`src/hw/rtl/pse_pkg.sv`:
```
// Package of the postfix evaluator: command codes, widths and queue entry type.
// Depends on nothing; used by the top level, the front part and the back part.
`default_nettype none
package pse_pkg;
  localparam int unsigned StackDepthDef = 64;
  localparam int unsigned QDepth = 2;

  typedef enum logic [3:0] {
    CMD_PUSH_NUM = 4'd0,
    CMD_PUSH_LET = 4'd1,
    CMD_NEG      = 4'd2,
    CMD_ADD      = 4'd3,
    CMD_SUB      = 4'd4,
    CMD_MUL      = 4'd5,
    CMD_DIV      = 4'd6,
    CMD_POW      = 4'd7
  } cmd_t;

  // Classified token as held in the queue between front and back.
  typedef struct packed {
    logic [3:0]  cmd;
    logic [31:0] operand;
    logic        last;
  } tok_t;

  typedef enum logic [3:0] {
    ST_IDLE,
    ST_POP_R,
    ST_POP_L,
    ST_RD_WAIT,
    ST_EXEC,
    ST_DIV,
    ST_POW,
    ST_PUSH,
    ST_FIN_RD,
    ST_FIN_WAIT,
    ST_OUT
  } state_t;
endpackage
`default_nettype wire

```
`src/hw/rtl/pse_front.sv`:
```
// Front part: accepts tokens, forms the operand and queues the classified token.
// Depends on pse_pkg.
`default_nettype none
module pse_front (
  input  wire logic           clk,
  input  wire logic           rst_n,
  input  wire logic           in_valid,
  output logic                in_ready,
  input  wire logic [3:0]     command,
  input  wire logic [30:0]    number,
  input  wire logic [4:0]     letter,
  input  wire logic           last,
  output logic                q_valid,
  input  wire logic           q_pop,
  output pse_pkg::tok_t       q_head
);
  pse_pkg::tok_t q_mem_r [pse_pkg::QDepth];
  logic q_wp_r, q_rp_r;
  logic [1:0] q_cnt_r;
  pse_pkg::tok_t tok;
  logic push;

  always_comb begin
    tok.cmd = command;
    tok.last = last;
    case (command)
      pse_pkg::CMD_PUSH_NUM: tok.operand = {1'b0, number};
      pse_pkg::CMD_PUSH_LET: tok.operand = {27'd0, letter};
      default:               tok.operand = 32'd0;
    endcase
  end

  assign in_ready = (q_cnt_r != 2'd2);
  assign push = in_valid && in_ready;
  assign q_valid = (q_cnt_r != 2'd0);
  assign q_head = q_mem_r[q_rp_r];

  always_ff @(posedge clk) begin
    if (push) begin
      q_mem_r[q_wp_r] <= tok;
    end
    if (!rst_n) begin
      q_wp_r <= 1'b0;
      q_rp_r <= 1'b0;
      q_cnt_r <= 2'd0;
    end else begin
      if (push) q_wp_r <= ~q_wp_r;
      if (q_pop) q_rp_r <= ~q_rp_r;
      q_cnt_r <= q_cnt_r + {1'b0, push} - {1'b0, q_pop};
    end
  end
endmodule
`default_nettype wire

```
`config.mk`:
```
export PLATFORM = sky130hd
export DESIGN_NAME = pse_front
export DESIGN_NICKNAME = d
export VERILOG_FILES = /design/src/hw/rtl/pse_pkg.sv /design/src/hw/rtl/pse_front.sv
export SDC_FILE = /design/constraint.sdc
export NUM_CORES = 1
export LEC_CHECK = 0
export ABC_AREA = 1
export ABC_CLOCK_PERIOD_IN_PS = 2600
export BUFFER_PORTS_ARGS = -buffer_cell sky130_fd_sc_hd__buf_4
export CAP_MARGIN = 0
export CORE_UTILIZATION = 33
export DETAILED_ROUTE_END_ITERATION = 8
export SLEW_MARGIN = 5
export SYNTH_ARGS = -nofsm -noshare
export SYNTH_HDL_FRONTEND = slang
export SYNTH_SLANG_ARGS = --single-unit
```
`constraint.sdc`:
```
create_clock -name clk -period 2.6 [get_ports clk]
set_input_delay 0.52 -clock clk [delete_from_list [all_inputs] [get_ports clk]]
set_output_delay 0.52 -clock clk [all_outputs]
set_load 0.01 [all_outputs]
```
==> metrics.cfg <==
[synthesis]
synth_xor_area_frac=0.00526
ys_ff_latch=77
syn_nets=265
synth_compound_area_frac=0.0105
synthMuxAreaShare=0.156
postSynthCellCount=219
yosys.area_share.adder=0.00376
netlist_area_um2=3330
ys_types=22
synth-simple-area-share=0.0707
synth_top_family_by_area=multiplexers
synth_area_per_cell_um2=15.2
ys_seq_area_frac=0.680
ys.warnings.count=0

[timing]
fmax_mhz=485
final_max_slew_viol_count=0
relSlewSlack=0.650
finalCritPeriodShare=0.792
rsz0062_at_grt=no
setup_viol=0
hold_violations=0
fin_skew_ps=4.95
setup_tns_ps=0
worst_pin_slew_ps=524
layout_min_cycle_time_ps=2060

[clocking]
cts-root-buf=clkbuf_8
cts_buffer_depth=2
clkSlewWorstSetupHoldPaths_ps=80
cts_max_level=3
clock-sinks=77
tritoncts=done
clock_latency_ps=340
hold_buffers=0
cts_setup_buffers=0
cts_resized=0
cts_buffers=9

[worst_setup_path]
cpPeakStageDelay_ps=370
startpoint_type=flip-flop
endpoint_kind=primary output
critical_path_class=flip-flop to primary output
critPathMaxFanout=22
slowest_stage=buf_4
path_cells=buf_4 > mux2_4 > buf_4
path_common_cell=buf_4
required_ps=2080
crit_arrival_ps=1540

[final_layout]
diodes=0
n_fill_cell=904
multi_input_area_um2=837
instances_no_fill=448
final_cell_area_um2=4320
regArea_um2=2260
area_delta_synth_final_pct=29.9
drive_gt1_frac=0.473
fin_nets=356

[global_routing]
grt_use_met3=0.0376
grt_pass1_vias=1887
grt_usage=0.115
antenna_found_initial=0
grt_pass1_wl_mm=8.67
grt_max_degree=27
use_met2=0.197
top_usage_layer=met2
grtUsageMet1=0.127
grt_overflow=0

[power]
cellPowerDensity_nw_per_um2=719
vdd_drop_max_v=0.000349
leakagePower_nw=1.85

[place]
place.gp.congestion=0.697
portBuffers=82
hpwl_mm=3.89
place_area_um2=4080
dp_cells=432

[worst_hold_path]
min_path_type=primary input to flip-flop

[floorplan]
initial_core_util=0.341
ioPinCount=84
fp.coreArea_um2=9770
die_x_um=102
dieHeight_um=102
die_area_um2=10500
rows=36

[drt]
wl_per_cell_um=12.7
wl_mm=5.70
num_vias=1870
ant_nets=0
first_iter_violations=59
firstDrtPassIters=4
avgViaCountPerCell=4.17
drc=0

[outcome]
status=finished, final reports clean

[flow_run]
max-cap-violations=0

[worst max-delay path: cells and delay by family (launching register included)]
family                 cells  cell delay [ps]
flip-flops                 1              330
buffers and inverters      2              510
multiplexers               1              350
[registers in the layout (all words and copies together), names as in the netlist, named ones only]
register  count
q_cnt_r       2
q_mem_r      72
q_rp_r        1
q_wp_r        1
[routing by layer]
layer / part of all wire / up-vias / routed length [um]
met2: 0.51 / 58 / 2910
met3: 0.046 / 10 / 262
met4: 0.016 / 0 / 94
li1: - / 924 / -
met1: 0.43 / 878 / 2430
met5: 0 / - / 0
[metrics by stage]
stage	util	worst slack, ps	hold slack [ps]	power [mW]
2_1_floorplan	-	23.3	480	1.84
3_3_place_gp	0.417	876	498	2.06
3_5_place_dp	0.417	843	512	2.08
4_1_cts	0.442	498	337	3.16
5_1_grt	0.442	471	333	3.25
6_report	0.442	540	360	3.11
[cell families (layout without fill, tap and decap cells)]
kind of cell    count (synthesis)  count (layout)
xor+xnor                        2               2
simple gates                   50              50
compound gates                  7               7
flops                          77              77
fa+ha+maj                       1               1
other cells                     1               1
mux                            36              36
buf+inv                        45             141
[final cells by class]
class / count / area share
clock buffers: 9 / 0.0287
well taps: 133 / 0.0385
repair buffers: 87 / 0.154
multi-input cells: 97 / 0.194
inverters: 38 / 0.0330
flip-flops and latches: 77 / 0.524
clock inverters: 7 / 0.0287
[final timing paths]
path	slack [ps]	cells after the start	startpoint	to
worst max-delay path	540	3	flip-flop	q_head[28]
worst min-delay path	360	3	rst_n	q_cnt_r[0]$_SDFF_PN0_
worst max register to register	960	5	q_cnt_r[0]$_SDFF_PN0_	q_mem_r[1][20]$_DFFE_PP_
worst min register to register	520	2	q_rp_r$_SDFFE_PN0P_	q_rp_r$_SDFFE_PN0P_
[power breakdown]
| group | total [mW] | switching (mW) | internal, mW |
|---|---|---|---|
| Sequential | 1.50 | 0.0283 | 1.47 |
| Combinational | 0.534 | 0.244 | 0.290 |
| Clock | 1.08 | 0.434 | 0.642 |
[placed cells by master, fill, tap and decap left out, drive strengths merged, types with 3 or more instances in the layout]
master / synthesis / final
nor2: 32 / 32
clkbuf: 0 / 9
bufinv: 0 / 3
mux2: 36 / 36
buf: 7 / 87
nand2: 10 / 10
clkinv: 0 / 3
o21ai: 5 / 5
nand3: 6 / 6
edfxtp: 72 / 72
inv: 38 / 38
dfxtp: 5 / 5
[synthesized netlist by cell type (all sizes together)]
cell / count / share of area
ha: 1 / 0.0038
nand3b: 1 / 0.0023
nand2: 10 / 0.014
mux2: 36 / 0.16
a21oi: 2 / 0.0030
nand3: 6 / 0.0090
edfxtp: 72 / 0.65
buf: 7 / 0.030
nor2: 32 / 0.042
conb: 1 / 0.0011
nor3: 1 / 0.0030
inv: 38 / 0.043
dfxtp: 5 / 0.030
xnor2: 2 / 0.0053
o21ai: 5 / 0.0075
No activity file was read; power rests on OpenSTA's default activity.
